## src/rtl/lpp_pkg.sv

```systemverilog
// lpp_pkg: widths, register indexes, reset values, sequencer codes and
// helper functions of the lead-predicting pan aim loop.
// No dependencies; every other file of the block imports it.
package lpp_pkg;

  // field widths
  localparam int POS_W      = 16;
  localparam int TIME_W     = 32;
  localparam int DT_W       = 10;
  localparam int GAIN_W     = 16;
  localparam int ANG_W      = 16;
  localparam int CFG_IDX_W  = 3;
  localparam int CFG_DATA_W = 16;

  // datapath widths
  localparam int ACC_W      = 56;   // accumulator, dividend and quotient
  localparam int MPL_W      = 21;   // serial multiplier operand
  localparam int DEN_W      = 21;   // divisor
  localparam int REM_W      = 22;   // partial remainder
  localparam int VEL_W      = 32;   // velocity and acceleration
  localparam int MAG_W      = 34;   // predicted position magnitude
  localparam int CX_W       = 32;   // rotator x and y
  localparam int Z_W        = 26;   // angle accumulator, 1/65536 degree
  localparam int ATAN_W     = 22;
  localparam int ATAN_IDX_W = 5;
  localparam int CNT_W      = 6;
  localparam int CORDIC_STEPS_DEF = 16;

  // register indexes
  localparam logic [CFG_IDX_W-1:0] REG_KP       = 3'd0;
  localparam logic [CFG_IDX_W-1:0] REG_KD       = 3'd1;
  localparam logic [CFG_IDX_W-1:0] REG_LEAD     = 3'd2;
  localparam logic [CFG_IDX_W-1:0] REG_FALLBACK = 3'd3;
  localparam logic [CFG_IDX_W-1:0] REG_CENTER   = 3'd4;
  localparam logic [CFG_IDX_W-1:0] REG_MIN_PAN  = 3'd5;
  localparam logic [CFG_IDX_W-1:0] REG_MAX_PAN  = 3'd6;
  localparam logic [CFG_IDX_W-1:0] REG_ACCEL    = 3'd7;

  // reset values
  localparam logic [GAIN_W-1:0]       KP_RST       = 16'd256;
  localparam logic [GAIN_W-1:0]       KD_RST       = 16'd0;
  localparam logic [DT_W-1:0]         LEAD_RST     = 10'd100;
  localparam logic [DT_W-1:0]         FALLBACK_RST = 10'd20;
  localparam logic signed [ANG_W-1:0] CENTER_RST   = 16'sd11520;
  localparam logic signed [ANG_W-1:0] MIN_PAN_RST  = 16'sd0;
  localparam logic signed [ANG_W-1:0] MAX_PAN_RST  = 16'sd23040;

  // arithmetic constants
  localparam logic [TIME_W-1:0]       DT_MAX    = 32'd1000;
  localparam logic [DEN_W-1:0]        PRED_DIV  = 21'd2000000;
  localparam logic [DEN_W-1:0]        STEP_DIV  = 21'd256000;
  localparam logic signed [Z_W-1:0]   HALF_TURN = 26'sd11796480;
  localparam logic [Z_W-1:0]          Z_ROUND   = 26'd256;
  localparam int                      Z_SHIFT   = 9;
  localparam int                      NORM_HI   = 29;
  localparam int                      NORM_LO   = 28;
  localparam logic signed [ANG_W-1:0] PAN_MAX   = 16'sh7fff;
  localparam logic signed [ANG_W-1:0] PAN_MIN   = 16'sh8000;

  typedef enum logic [3:0] {
    ST_IDLE, ST_SETUP, ST_MACLD, ST_MAC, ST_DIVLD, ST_DIV, ST_WB,
    ST_CLD, ST_CNORM, ST_CPREP, ST_CITER, ST_AIM, ST_FIN
  } state_t;

  typedef enum logic [2:0] {
    OP_VX, OP_VY, OP_AX, OP_AY, OP_PX, OP_PY, OP_STEP
  } op_t;

  // arctan(2^-i) in 1/65536 degree
  function automatic logic [ATAN_W-1:0] atan_lut(input logic [ATAN_IDX_W-1:0] i);
    logic [ATAN_W-1:0] v;
    case (i)
      5'd0:    v = 22'd2949120;
      5'd1:    v = 22'd1740967;
      5'd2:    v = 22'd919879;
      5'd3:    v = 22'd466945;
      5'd4:    v = 22'd234379;
      5'd5:    v = 22'd117306;
      5'd6:    v = 22'd58666;
      5'd7:    v = 22'd29335;
      5'd8:    v = 22'd14668;
      5'd9:    v = 22'd7334;
      5'd10:   v = 22'd3667;
      5'd11:   v = 22'd1833;
      5'd12:   v = 22'd917;
      5'd13:   v = 22'd458;
      5'd14:   v = 22'd229;
      5'd15:   v = 22'd115;
      5'd16:   v = 22'd57;
      5'd17:   v = 22'd29;
      5'd18:   v = 22'd14;
      5'd19:   v = 22'd7;
      5'd20:   v = 22'd4;
      5'd21:   v = 22'd2;
      5'd22:   v = 22'd1;
      default: v = 22'd0;
    endcase
    return v;
  endfunction

  // times 1000 as 1024 - 16 - 8
  function automatic logic signed [ACC_W-1:0] times1000(input logic signed [ACC_W-1:0] a);
    return (a <<< 10) - (a <<< 4) - (a <<< 3);
  endfunction

  // saturate a sign-magnitude quotient to 32 bits signed
  function automatic logic signed [VEL_W-1:0] sat_vel(input logic neg,
                                                       input logic [ACC_W-1:0] q);
    logic over_pos;
    logic over_neg;
    over_pos = |q[ACC_W-1:VEL_W-1];
    over_neg = (|q[ACC_W-1:VEL_W]) || (q[VEL_W-1] && (|q[VEL_W-2:0]));
    if (!neg) begin
      return over_pos ? {1'b0, {(VEL_W-1){1'b1}}} : $signed(q[VEL_W-1:0]);
    end
    return over_neg ? {1'b1, {(VEL_W-1){1'b0}}} : -$signed(q[VEL_W-1:0]);
  endfunction

endpackage

```

## src/rtl/lpp_if.sv

```systemverilog
// lpp_in_if and lpp_out_if: valid/ready request channels of the pan aim loop.
// Depends on lpp_pkg for the field widths.
interface lpp_in_if import lpp_pkg::*; ();
  logic                     valid;
  logic                     ready;
  logic signed [POS_W-1:0]  pos_x;
  logic signed [POS_W-1:0]  pos_y;
  logic [TIME_W-1:0]        time_ms;

  modport source (output valid, output pos_x, output pos_y, output time_ms,
                  input ready);
  modport sink (input valid, input pos_x, input pos_y, input time_ms,
                output ready);
endinterface

interface lpp_out_if import lpp_pkg::*; ();
  logic                     valid;
  logic                     ready;
  logic signed [ANG_W-1:0]  pan_angle;
  logic signed [ANG_W-1:0]  aim_angle;

  modport source (output valid, output pan_angle, output aim_angle, input ready);
  modport sink (input valid, input pan_angle, input aim_angle, output ready);
endinterface

```

## src/rtl/lead_predict_pan_aim_loop_top.sv

```systemverilog
// Lead-predicting pan aim loop: one request in, one pan/aim result out.
// A zero predicted point skips the CORDIC normalization and rotation. One request
// at a time, taken only after the result of the last is registered; a stalled
// result delays only the next one's end. Time goes to the 56-step serial divider
// (five or seven passes) and the 21-step serial multiplier. Synchronous active-low
// reset restores control, configuration, motion state and output valid, not the datapath.
module lead_predict_pan_aim_loop_top import lpp_pkg::*; #(
  parameter int CORDIC_STEPS = CORDIC_STEPS_DEF
) (
  input  logic                  clk,
  input  logic                  rst_n,
  input  logic                  cfg_we,
  input  logic [CFG_IDX_W-1:0]  cfg_idx,
  input  logic [CFG_DATA_W-1:0] cfg_wdata,
  lpp_in_if.sink                in_ch,
  lpp_out_if.source             out_ch
);

  localparam int IT_W = (CORDIC_STEPS > 1) ? $clog2(CORDIC_STEPS) : 1;
  localparam logic [IT_W-1:0] IT_LAST = IT_W'(CORDIC_STEPS - 1);

  // control
  state_t state_r, state_nxt;
  op_t    op_r;
  logic [1:0]       term_r;
  logic [CNT_W-1:0] cnt_r;
  logic [IT_W-1:0]  it_r;

  // configuration
  logic [GAIN_W-1:0]       kp_r, kd_r;
  logic [DT_W-1:0]         lead_r, fb_r;
  logic signed [ANG_W-1:0] center_r, min_r, max_r;
  logic                    accel_r;

  // motion state
  logic signed [POS_W-1:0] prev_x_r, prev_y_r;
  logic signed [VEL_W-1:0] prev_vx_r, prev_vy_r;
  logic [TIME_W-1:0]       prev_t_r;
  logic signed [ANG_W-1:0] pan_now_r;

  // working registers
  logic signed [POS_W-1:0] x_r, y_r;
  logic [TIME_W-1:0]       t_r;
  logic [DT_W-1:0]         dt_r;
  logic signed [ACC_W-1:0] acc_r, mcand_r;
  logic [MPL_W-1:0]        mplier_r;
  logic [ACC_W-1:0]        num_r;
  logic [REM_W-1:0]        rem_r;
  logic [DEN_W-1:0]        den_r;
  logic                    qneg_r;
  logic signed [VEL_W-1:0] vx_r, vy_r, ax_r, ay_r;
  logic [MAG_W-1:0]        pxm_r, pym_r, mx_r, my_r;
  logic                    pxs_r, pys_r;
  logic signed [CX_W-1:0]  cx_r, cy_r;
  logic signed [Z_W-1:0]   z_r;
  logic signed [ANG_W-1:0] aim_r, pan_new_r;

  // output register
  logic                    out_valid_r;
  logic signed [ANG_W-1:0] out_pan_r, out_aim_r;

  logic in_rdy, fin_go, mac_last, div_last, last_term;

  // elapsed time with fallback
  logic [TIME_W-1:0] dt_diff;
  logic [DT_W-1:0]   dt_sel;
  always_comb begin
    dt_diff = in_ch.time_ms - prev_t_r;
    if (dt_diff == '0 || dt_diff > DT_MAX) begin
      dt_sel = (fb_r == '0) ? DT_W'(1) : fb_r;
    end else begin
      dt_sel = dt_diff[DT_W-1:0];
    end
  end

  // lead-time factors
  logic [MPL_W-1:0] lead_2000, lead_sq;
  logic [2*DT_W-1:0] lead_prod;
  assign lead_2000 = ({lead_r, 11'b0}) - MPL_W'({lead_r, 5'b0}) - MPL_W'({lead_r, 4'b0});
  assign lead_prod = lead_r * lead_r;
  assign lead_sq   = MPL_W'(lead_prod);

  // differences
  logic signed [POS_W:0]   dx, dy;
  logic signed [VEL_W:0]   dvx, dvy;
  logic signed [ANG_W:0]   err;
  assign dx  = $signed({x_r[POS_W-1], x_r}) - $signed({prev_x_r[POS_W-1], prev_x_r});
  assign dy  = $signed({y_r[POS_W-1], y_r}) - $signed({prev_y_r[POS_W-1], prev_y_r});
  assign dvx = $signed({vx_r[VEL_W-1], vx_r}) - $signed({prev_vx_r[VEL_W-1], prev_vx_r});
  assign dvy = $signed({vy_r[VEL_W-1], vy_r}) - $signed({prev_vy_r[VEL_W-1], prev_vy_r});
  assign err = $signed({aim_r[ANG_W-1], aim_r}) - $signed({pan_now_r[ANG_W-1], pan_now_r});

  // operand selection for the serial multiplier and the divider
  logic signed [ACC_W-1:0] mac_mcand, setup_acc;
  logic [MPL_W-1:0]        mac_mplier;
  logic [DEN_W-1:0]        den_sel;
  always_comb begin
    mac_mcand  = '0;
    mac_mplier = '0;
    setup_acc  = '0;
    den_sel    = DEN_W'(dt_r);
    case (op_r)
      OP_VX: setup_acc = times1000(ACC_W'(dx));
      OP_VY: setup_acc = times1000(ACC_W'(dy));
      OP_AX: setup_acc = times1000(ACC_W'(dvx));
      OP_AY: setup_acc = times1000(ACC_W'(dvy));
      OP_PX, OP_PY: begin
        den_sel = PRED_DIV;
        case (term_r)
          2'd0: begin
            mac_mcand  = (op_r == OP_PX) ? ACC_W'(x_r) : ACC_W'(y_r);
            mac_mplier = PRED_DIV;
          end
          2'd1: begin
            mac_mcand  = (op_r == OP_PX) ? ACC_W'(vx_r) : ACC_W'(vy_r);
            mac_mplier = lead_2000;
          end
          default: begin
            mac_mcand  = (op_r == OP_PX) ? ACC_W'(ax_r) : ACC_W'(ay_r);
            mac_mplier = lead_sq;
          end
        endcase
      end
      OP_STEP: begin
        den_sel = STEP_DIV;
        if (term_r == 2'd0) begin
          mac_mcand  = times1000(ACC_W'(err));
          mac_mplier = MPL_W'(kp_r);
        end else begin
          mac_mcand  = ACC_W'(dvx) <<< 7;
          mac_mplier = MPL_W'(kd_r);
        end
      end
      default: setup_acc = '0;
    endcase
  end

  // divider step
  logic [REM_W-1:0] rem_sh;
  logic             rem_ge;
  logic [ACC_W-1:0] acc_mag;
  assign rem_sh  = {rem_r[REM_W-2:0], num_r[ACC_W-1]};
  assign rem_ge  = rem_sh >= REM_W'(den_r);
  assign acc_mag = acc_r[ACC_W-1] ? ACC_W'(-acc_r) : ACC_W'(acc_r);

  // normalization window of the rotator operands
  logic [MAG_W-1:0] mm;
  logic mm_hi, mm_in;
  assign mm    = (mx_r > my_r) ? mx_r : my_r;
  assign mm_hi = |mm[MAG_W-1:NORM_HI];
  assign mm_in = !mm_hi && mm[NORM_LO];

  // rotator operand signs
  logic xneg, yneg;
  assign xneg = pys_r && (mx_r != '0);
  assign yneg = pxs_r && (my_r != '0);

  // rotator step
  logic signed [CX_W-1:0] xs, ys;
  logic signed [Z_W-1:0]  atan_v;
  assign xs     = cx_r >>> it_r;
  assign ys     = cy_r >>> it_r;
  assign atan_v = $signed(Z_W'(atan_lut(ATAN_IDX_W'(it_r))));

  // angle rounding, centering and clamping
  logic [Z_W-1:0]             z_abs, ang_mag;
  logic signed [ANG_W+1:0]    ang, aim_sum, aim_hi;
  always_comb begin
    z_abs   = z_r[Z_W-1] ? Z_W'(-z_r) : Z_W'(z_r);
    ang_mag = (z_abs + Z_ROUND) >> Z_SHIFT;
    ang     = z_r[Z_W-1] ? -$signed({1'b0, ang_mag[ANG_W:0]})
                         : $signed({1'b0, ang_mag[ANG_W:0]});
    aim_sum = (ANG_W+2)'(center_r) + ang;
    aim_hi  = (aim_sum > (ANG_W+2)'(max_r)) ? (ANG_W+2)'(max_r) : aim_sum;
    if (aim_hi < (ANG_W+2)'(min_r)) begin
      aim_hi = (ANG_W+2)'(min_r);
    end
  end

  // pan update with saturation
  logic signed [ANG_W+2:0] pan_sum;
  logic signed [ANG_W-1:0] pan_res;
  always_comb begin
    pan_sum = qneg_r ? (ANG_W+3)'(pan_now_r) - $signed({2'b0, num_r[ANG_W:0]})
                     : (ANG_W+3)'(pan_now_r) + $signed({2'b0, num_r[ANG_W:0]});
    if (|num_r[ACC_W-1:ANG_W+1]) begin
      pan_res = qneg_r ? PAN_MIN : PAN_MAX;
    end else if (pan_sum > (ANG_W+3)'(PAN_MAX)) begin
      pan_res = PAN_MAX;
    end else if (pan_sum < (ANG_W+3)'(PAN_MIN)) begin
      pan_res = PAN_MIN;
    end else begin
      pan_res = pan_sum[ANG_W-1:0];
    end
  end

  // sequencer outputs
  always_comb begin
    in_rdy    = (state_r == ST_IDLE);
    fin_go    = (state_r == ST_FIN) && (!out_valid_r || out_ch.ready);
    mac_last  = (cnt_r == CNT_W'(MPL_W - 1));
    div_last  = (cnt_r == CNT_W'(ACC_W - 1));
    if (op_r == OP_STEP) begin
      last_term = (term_r == (accel_r ? 2'd1 : 2'd0));
    end else begin
      last_term = (term_r == (accel_r ? 2'd2 : 2'd1));
    end
  end

  // sequencer next state
  always_comb begin
    state_nxt = state_r;
    case (state_r)
      ST_IDLE:  if (in_ch.valid) state_nxt = ST_SETUP;
      ST_SETUP: begin
        if (op_r == OP_PX || op_r == OP_PY || op_r == OP_STEP) begin
          state_nxt = ST_MACLD;
        end else begin
          state_nxt = ST_DIVLD;
        end
      end
      ST_MACLD: state_nxt = ST_MAC;
      ST_MAC:   if (mac_last) state_nxt = last_term ? ST_DIVLD : ST_MACLD;
      ST_DIVLD: state_nxt = ST_DIV;
      ST_DIV:   if (div_last) state_nxt = ST_WB;
      ST_WB: begin
        if (op_r == OP_PY) begin
          state_nxt = ST_CLD;
        end else if (op_r == OP_STEP) begin
          state_nxt = ST_FIN;
        end else begin
          state_nxt = ST_SETUP;
        end
      end
      ST_CLD:   state_nxt = (pxm_r == '0 && pym_r == '0) ? ST_AIM : ST_CNORM;
      ST_CNORM: if (mm_in) state_nxt = ST_CPREP;
      ST_CPREP: state_nxt = ST_CITER;
      ST_CITER: if (it_r == IT_LAST) state_nxt = ST_AIM;
      ST_AIM:   state_nxt = ST_SETUP;
      ST_FIN:   if (fin_go) state_nxt = ST_IDLE;
      default:  state_nxt = ST_IDLE;
    endcase
  end

  // control, configuration, motion state and output register
  always_ff @(posedge clk) begin
    if (!rst_n) begin
      state_r     <= ST_IDLE;
      out_valid_r <= 1'b0;
      kp_r        <= KP_RST;
      kd_r        <= KD_RST;
      lead_r      <= LEAD_RST;
      fb_r        <= FALLBACK_RST;
      center_r    <= CENTER_RST;
      min_r       <= MIN_PAN_RST;
      max_r       <= MAX_PAN_RST;
      accel_r     <= 1'b0;
      prev_x_r    <= '0;
      prev_y_r    <= '0;
      prev_vx_r   <= '0;
      prev_vy_r   <= '0;
      prev_t_r    <= '0;
      pan_now_r   <= CENTER_RST;
    end else begin
      state_r <= state_nxt;
      if (cfg_we) begin
        case (cfg_idx)
          REG_KP:       kp_r     <= cfg_wdata;
          REG_KD:       kd_r     <= cfg_wdata;
          REG_LEAD:     lead_r   <= cfg_wdata[DT_W-1:0];
          REG_FALLBACK: fb_r     <= cfg_wdata[DT_W-1:0];
          REG_CENTER:   center_r <= $signed(cfg_wdata);
          REG_MIN_PAN:  min_r    <= $signed(cfg_wdata);
          REG_MAX_PAN:  max_r    <= $signed(cfg_wdata);
          REG_ACCEL:    accel_r  <= cfg_wdata[0];
          default:      accel_r  <= accel_r;
        endcase
      end
      if (fin_go) begin
        out_valid_r <= 1'b1;
        prev_x_r    <= x_r;
        prev_y_r    <= y_r;
        prev_vx_r   <= vx_r;
        prev_vy_r   <= vy_r;
        prev_t_r    <= t_r;
        pan_now_r   <= pan_new_r;
      end else if (out_ch.ready) begin
        out_valid_r <= 1'b0;
      end
    end
  end

  // datapath
  always_ff @(posedge clk) begin
    case (state_r)
      ST_IDLE: begin
        if (in_ch.valid) begin
          x_r  <= in_ch.pos_x;
          y_r  <= in_ch.pos_y;
          t_r  <= in_ch.time_ms;
          dt_r <= dt_sel;
          op_r <= OP_VX;
        end
      end
      ST_SETUP: begin
        term_r <= '0;
        acc_r  <= setup_acc;
      end
      ST_MACLD: begin
        mcand_r  <= mac_mcand;
        mplier_r <= mac_mplier;
        cnt_r    <= '0;
      end
      ST_MAC: begin
        if (mplier_r[0]) acc_r <= acc_r + mcand_r;
        mcand_r  <= mcand_r <<< 1;
        mplier_r <= mplier_r >> 1;
        cnt_r    <= cnt_r + CNT_W'(1);
        if (mac_last) term_r <= term_r + 2'd1;
      end
      ST_DIVLD: begin
        qneg_r <= acc_r[ACC_W-1];
        num_r  <= acc_mag + ACC_W'(den_sel >> 1);
        den_r  <= den_sel;
        rem_r  <= '0;
        cnt_r  <= '0;
      end
      ST_DIV: begin
        rem_r <= rem_ge ? rem_sh - REM_W'(den_r) : rem_sh;
        num_r <= {num_r[ACC_W-2:0], rem_ge};
        cnt_r <= cnt_r + CNT_W'(1);
      end
      ST_WB: begin
        case (op_r)
          OP_VX: begin
            vx_r <= sat_vel(qneg_r, num_r);
            op_r <= OP_VY;
          end
          OP_VY: begin
            vy_r <= sat_vel(qneg_r, num_r);
            op_r <= accel_r ? OP_AX : OP_PX;
          end
          OP_AX: begin
            ax_r <= sat_vel(qneg_r, num_r);
            op_r <= OP_AY;
          end
          OP_AY: begin
            ay_r <= sat_vel(qneg_r, num_r);
            op_r <= OP_PX;
          end
          OP_PX: begin
            pxm_r <= num_r[MAG_W-1:0];
            pxs_r <= qneg_r;
            op_r  <= OP_PY;
          end
          OP_PY: begin
            pym_r <= num_r[MAG_W-1:0];
            pys_r <= qneg_r;
          end
          default: pan_new_r <= pan_res;
        endcase
      end
      // atan2(px, py): x axis is forward
      ST_CLD: begin
        mx_r <= pym_r;
        my_r <= pxm_r;
        z_r  <= '0;
      end
      ST_CNORM: begin
        if (mm_hi) begin
          mx_r <= mx_r >> 1;
          my_r <= my_r >> 1;
        end else if (!mm[NORM_LO]) begin
          mx_r <= mx_r << 1;
          my_r <= my_r << 1;
        end
      end
      // reflect the left half plane and seed the half-turn base
      ST_CPREP: begin
        cx_r <= $signed(mx_r[CX_W-1:0]);
        cy_r <= (xneg ^ yneg) ? -$signed(my_r[CX_W-1:0]) : $signed(my_r[CX_W-1:0]);
        z_r  <= xneg ? (yneg ? -HALF_TURN : HALF_TURN) : '0;
        it_r <= '0;
      end
      ST_CITER: begin
        if (!cy_r[CX_W-1]) begin
          cx_r <= cx_r + ys;
          cy_r <= cy_r - xs;
          z_r  <= z_r + atan_v;
        end else begin
          cx_r <= cx_r - ys;
          cy_r <= cy_r + xs;
          z_r  <= z_r - atan_v;
        end
        it_r <= it_r + IT_W'(1);
      end
      ST_AIM: begin
        aim_r <= aim_hi[ANG_W-1:0];
        op_r  <= OP_STEP;
      end
      ST_FIN: begin
        if (fin_go) begin
          out_pan_r <= pan_new_r;
          out_aim_r <= aim_r;
        end
      end
      default: cnt_r <= cnt_r;
    endcase
  end

  assign in_ch.ready      = in_rdy;
  assign out_ch.valid     = out_valid_r;
  assign out_ch.pan_angle = out_pan_r;
  assign out_ch.aim_angle = out_aim_r;

endmodule

```

## src/flat_wrapper.sv

```systemverilog
// flat-port wrapper written by rule: the top's interface ports become plain ports
module lead_predict_pan_aim_loop_top_flat import lpp_pkg::*;
#(
  parameter int CORDIC_STEPS = CORDIC_STEPS_DEF
)
  (clk, rst_n, cfg_we, cfg_idx, cfg_wdata, in_ch_valid, in_ch_pos_x, in_ch_pos_y, in_ch_time_ms, in_ch_ready, out_ch_valid, out_ch_pan_angle, out_ch_aim_angle, out_ch_ready);
  lpp_in_if in_ch_i ();
  lpp_out_if out_ch_i ();
  input  logic clk;
  input  logic rst_n;
  input  logic cfg_we;
  input  logic [CFG_IDX_W-1:0] cfg_idx;
  input  logic [CFG_DATA_W-1:0] cfg_wdata;
  input wire logic [$bits(in_ch_i.valid)-1:0] in_ch_valid;
  input wire logic [$bits(in_ch_i.pos_x)-1:0] in_ch_pos_x;
  input wire logic [$bits(in_ch_i.pos_y)-1:0] in_ch_pos_y;
  input wire logic [$bits(in_ch_i.time_ms)-1:0] in_ch_time_ms;
  output wire logic [$bits(in_ch_i.ready)-1:0] in_ch_ready;
  output wire logic [$bits(out_ch_i.valid)-1:0] out_ch_valid;
  output wire logic [$bits(out_ch_i.pan_angle)-1:0] out_ch_pan_angle;
  output wire logic [$bits(out_ch_i.aim_angle)-1:0] out_ch_aim_angle;
  input wire logic [$bits(out_ch_i.ready)-1:0] out_ch_ready;
  assign in_ch_i.valid = in_ch_valid;
  assign in_ch_i.pos_x = in_ch_pos_x;
  assign in_ch_i.pos_y = in_ch_pos_y;
  assign in_ch_i.time_ms = in_ch_time_ms;
  assign in_ch_ready = in_ch_i.ready;
  assign out_ch_valid = out_ch_i.valid;
  assign out_ch_pan_angle = out_ch_i.pan_angle;
  assign out_ch_aim_angle = out_ch_i.aim_angle;
  assign out_ch_i.ready = out_ch_ready;
  lead_predict_pan_aim_loop_top #(.CORDIC_STEPS(CORDIC_STEPS)) u_core (.clk(clk), .rst_n(rst_n), .cfg_we(cfg_we), .cfg_idx(cfg_idx), .cfg_wdata(cfg_wdata), .in_ch(in_ch_i), .out_ch(out_ch_i));
endmodule
```

## config.mk

```make
export PLATFORM = sky130hd
export DESIGN_NAME = lead_predict_pan_aim_loop_top_flat
export DESIGN_NICKNAME = d
export VERILOG_FILES = /design/src/rtl/lpp_pkg.sv /design/src/rtl/lpp_if.sv /design/src/rtl/lead_predict_pan_aim_loop_top.sv /design/src/flat_wrapper.sv
export SDC_FILE = /design/constraint.sdc
export NUM_CORES = 2
export LEC_CHECK = 0
export BUFFER_PORTS_ARGS = -buffer_cell sky130_fd_sc_hd__buf_2
export CORE_MARGIN = 2
export CORE_UTILIZATION = 45
export DETAILED_ROUTE_END_ITERATION = 10
export PLACE_DENSITY = 0.65
export SLEW_MARGIN = 20
export SYNTH_ARGS = -nofsm -noshare
export SYNTH_HDL_FRONTEND = slang
export SYNTH_SLANG_ARGS = --single-unit
```

## constraint.sdc

```tcl
create_clock -name clk -period 14.24 [get_ports clk]
set_input_delay 2.848 -clock clk [delete_from_list [all_inputs] [get_ports clk]]
set_output_delay 2.848 -clock clk [all_outputs]
set_load 0.01 [all_outputs]
```

==> metrics.md <==
| Metric | Value |
|---|---|
| Status | finished, final reports clean |
| Area contributors post-synth | edfxtp_1, ha_1, dfxtp_1 |
| Power Dens Cells | 167 nW/µm² |
| GRT Total Usage | 26.7% |
| Predominant post-synthesis flop cell | edfxtp_1 |
| Critical path's largest stage delay | 0.63 ns |
| Final worst path period need | 10.43 ns |
| Area of the mapped netlist | ~83000 µm² |
| Number of cell rows | 158 |
| Clk_lat worst skew | 0.78 ns |
| Routed Antenna Nets | 0 |
| Fin nets | 10234 |
| Worst-path fanout max | 16 |
| I/O pin cnt | between 100 and 150 |
| Netlist cell types | 92 |
| Switching Share | 44.2% |
| Most frequent cell after synthesis | nand2_1 |
| Internal power | around 8.4 mW |
| Die H | between 400 and 500 µm |
| Post-synth EDFFs | around 730 |
| Slew @ Worst Pin | roughly 1.1 ns |
| Crit path top cell by count | a21o_1 |
| Clock root cell | clkbuf_16 |
| Initial DRC count | around 6100 |
| Worst IR Drop VDD | about 150 µV |
| Top-area cell type share of the netlist area | 26.4% |
| Fin Setup TNS | 0 ns |
| Max Cap Violations | 0 |
| Initial DRT Pass Iterations | 8 |
| Top post-synthesis cells by count | nand2_1, edfxtp_1, ha_1 |
| Yosys warns | 0 |
| Critical path class | reg2reg |
| Initial cell density of the core | a little under half |
| Cell accounting for the most synthesized area | edfxtp_1 |
| Vias in the first global route | 67721 |
| Largest net degree at the start of global routing | 134 |
| CTS tree | yes |
| Avg Synthesized Cell Area | 8.92 µm² |
| RSZ-0062 raised after global routing | false |
| Max clock buf depth | 3 |
| Peak Freq | roughly 96 MHz |
| Worst path slowest cell | or4_1 |
| Final Cycle Share | 73.2% |
| # H-tree levels | 3 |
| NetSw | 6.65 mW |
| Post-Syn Instances | around 9400 |
| #FFs+latches synth | about 1000 |
| Via count | 70634 |
| Final GP Congestion | just under 1 |
| CP Data Arrival Time | 10.93 ns |
| First-pass GRT wire length | just under 400000 µm |
| Syn nets | 10304 |
| CP Launch Type | flop |
| Post-DP HPWL | 200000 µm |
| Die area | between 150000 and 200000 µm² |
| Clock sinks | 1005 |
| FFs w/ async S/R, synth | 0% |
| CTS clk-pin slew, worst paths | 0.06 ns |
| P_leak | ~35 nW |
| Sequential group share of total power | 28.5% |
| Total gr overflow | 0 |
| Post-CTS sizing | 0 |
| DRC Markers | 0 |
| Hold Fails Final Rpt | 0 |
| Dpl ws | 3.87 ns |
| Average routed wire per standard cell | roughly 22 µm |
| Slew HR | 27.8% |
| Cts hold-fix bufs | 0 |
| Final WL | 259000 µm |
| CP endpoint kind | flop |
| I/O Buffers | ~120 |
| Area of the core | 185000 µm² |
| Die width | 435 µm |
| Final setup violation count | 0 |
| CP required | about 15 ns |
| Vias per cell | ~6 |
| Final worst slack | about 3.8 ns |
| Hold Path Class | reg2reg |
| Clock Skew | 0.0393 ns |
| Initial antenna violation count | 9 |
| Pins Over Slew Limit | 0 |
| Post-CTS setup buffers | 0 |
| CTS buffer count | 116 |
| Clock share of power | 20.9% |
| Layout cells sized above 1 | 6.90% |
| Area Growth Syn to Fin | 8.42% |
| Sequential share of the synthesized area | 32.9% |
| Combinational share of power | 50.6% |
-- cells by family (layout without fill, tap and decap cells) --
| family | after synthesis | in the layout | share of synthesized area, % |
|---|---|---|---|
| flops | 1005 | 1005 | 32.9 |
| mux | 323 | 323 | 5.05 |
| xor+xnor | 728 | 728 | 7.66 |
| fa+ha+maj | 861 | 861 | 14.2 |
| buf+inv | 1002 | 1033 | 4.54 |
| other cells | 0 | 2 | 0 |
| simple gates | 2804 | 2804 | 15.4 |
| compound gates | 2632 | 2632 | 20.2 |
-- critical path, delay by kind of cell (launching register included) --
kind,cells,cell delay (ns)
AOI/OAI and AO/OA,19,4.15
and+or+nand+nor,11,1.94
adders and majority gates,4,1.22
muxes,4,1.14
xor gates and xnor gates,5,0.88
DFF,1,0.42
buffers and inverters,2,0.38
-- per-layer routing --
metal	up-vias	GRT usage [%]	part of all wire (%)	wire, µm
li1	33722	-	-	-
met1	34115	36.2	44	114000
met2	2354	44.0	46	119000
met3	439	3.45	6.4	16400
met4	4	8.97	3.5	9180
met5	-	0	0.010	27
-- final timing paths --
check | start | end | slack (ns) | cells past startpoint
worst max register to register | u_core.z_r[4]$_SDFFCE_PP0P_ | u_core.aim_r[6]$_DFFE_PP_ | 3.81 | 45
worst min register to register | u_core.pan_new_r[11]$_DFFE_PP_ | u_core.out_ch.pan_angle[11]$_DFFE_PP_ | 0.45 | 0
worst min-delay path | u_core.pan_new_r[11]$_DFFE_PP_ | u_core.out_ch.pan_angle[11]$_DFFE_PP_ | 0.45 | 0
worst max-delay path | u_core.z_r[4]$_SDFFCE_PP0P_ | u_core.aim_r[6]$_DFFE_PP_ | 3.81 | 45
-- final cells by class --
| class | instances | area [µm²] |
|---|---|---|
| well taps | 2480 | 3100 |
| repair buffers | 203 | 1240 |
| multi-input cells | 7348 | 52400 |
| inverters | 611 | 2300 |
| clock buffers | 135 | 3140 |
| flip-flops and latches | 1005 | 27500 |
| diodes | 2 | 5.00 |
| fillers | 17362 | 94400 |
| clock inverters | 84 | 820 |
-- placed cells by master, fill, tap and decap left out, drive strengths merged, types with 46 or more instances in the layout --
cell,synthesis,layout
xor2,266,266
ha,716,716
nor2b,85,85
nand2,1162,1162
nand2b,113,113
mux2i,183,183
dfxtp,272,272
xnor2,461,461
o21ai,556,556
nand3,135,135
buf,49,203
a21o,254,254
clkinv,10,54
o22ai,78,78
a211oi,61,61
nor4,74,74
edfxtp,733,733
o31ai,58,58
a31oi,99,99
mux4,71,71
nor2,669,669
a221oi,55,55
o211ai,54,54
o21a,69,69
nor3,160,160
clkbuf,342,135
and3,85,85
o21bai,89,89
a21boi,264,264
fa,145,145
or3,56,56
mux2,69,69
and2,46,46
a21oi,705,705
nand4,79,79
inv,601,618
-- power groups by stage --
stage / sequential [mW] / combinational [mW] / clock (mW)
3_3_place_gp: 4.33 / 7.32 / 0
3_5_place_dp: 4.34 / 7.41 / 0
2_1_floorplan: 4.08 / 5.33 / 0
5_1_grt: 4.33 / 8.26 / 3.31
6_report: 4.30 / 7.62 / 3.15
4_1_cts: 4.28 / 7.46 / 3.20
-- flip-flops by register name, indices dropped and copies added (netlist names), 34 cells and up --
| name | flops |
|---|---|
| u_core.num_r | 56 |
| u_core.mx_r | 34 |
| u_core.mcand_r | 56 |
| u_core.pxm_r | 34 |
| u_core.pym_r | 34 |
| u_core.my_r | 34 |
| u_core.acc_r | 56 |
-- metrics by stage --
step / area [µm²] / utilization (%) / hold slack, ns / cells / power, mW
4_1_cts: 90400 / 48.9 / 0.460 / 11866 / 14.9
5_1_grt: 90500 / 48.9 / 0.479 / 11867 / 15.9
2_1_floorplan: 83400 / - / 0.426 / 9355 / 9.42
3_3_place_gp: 86500 / 46.8 / 0.438 / 11647 / 11.7
6_report: 90500 / 48.9 / 0.454 / 11868 / 15.1
3_5_place_dp: 86500 / 46.8 / 0.443 / 11647 / 11.8
Power figures use the tool's default switching activity.
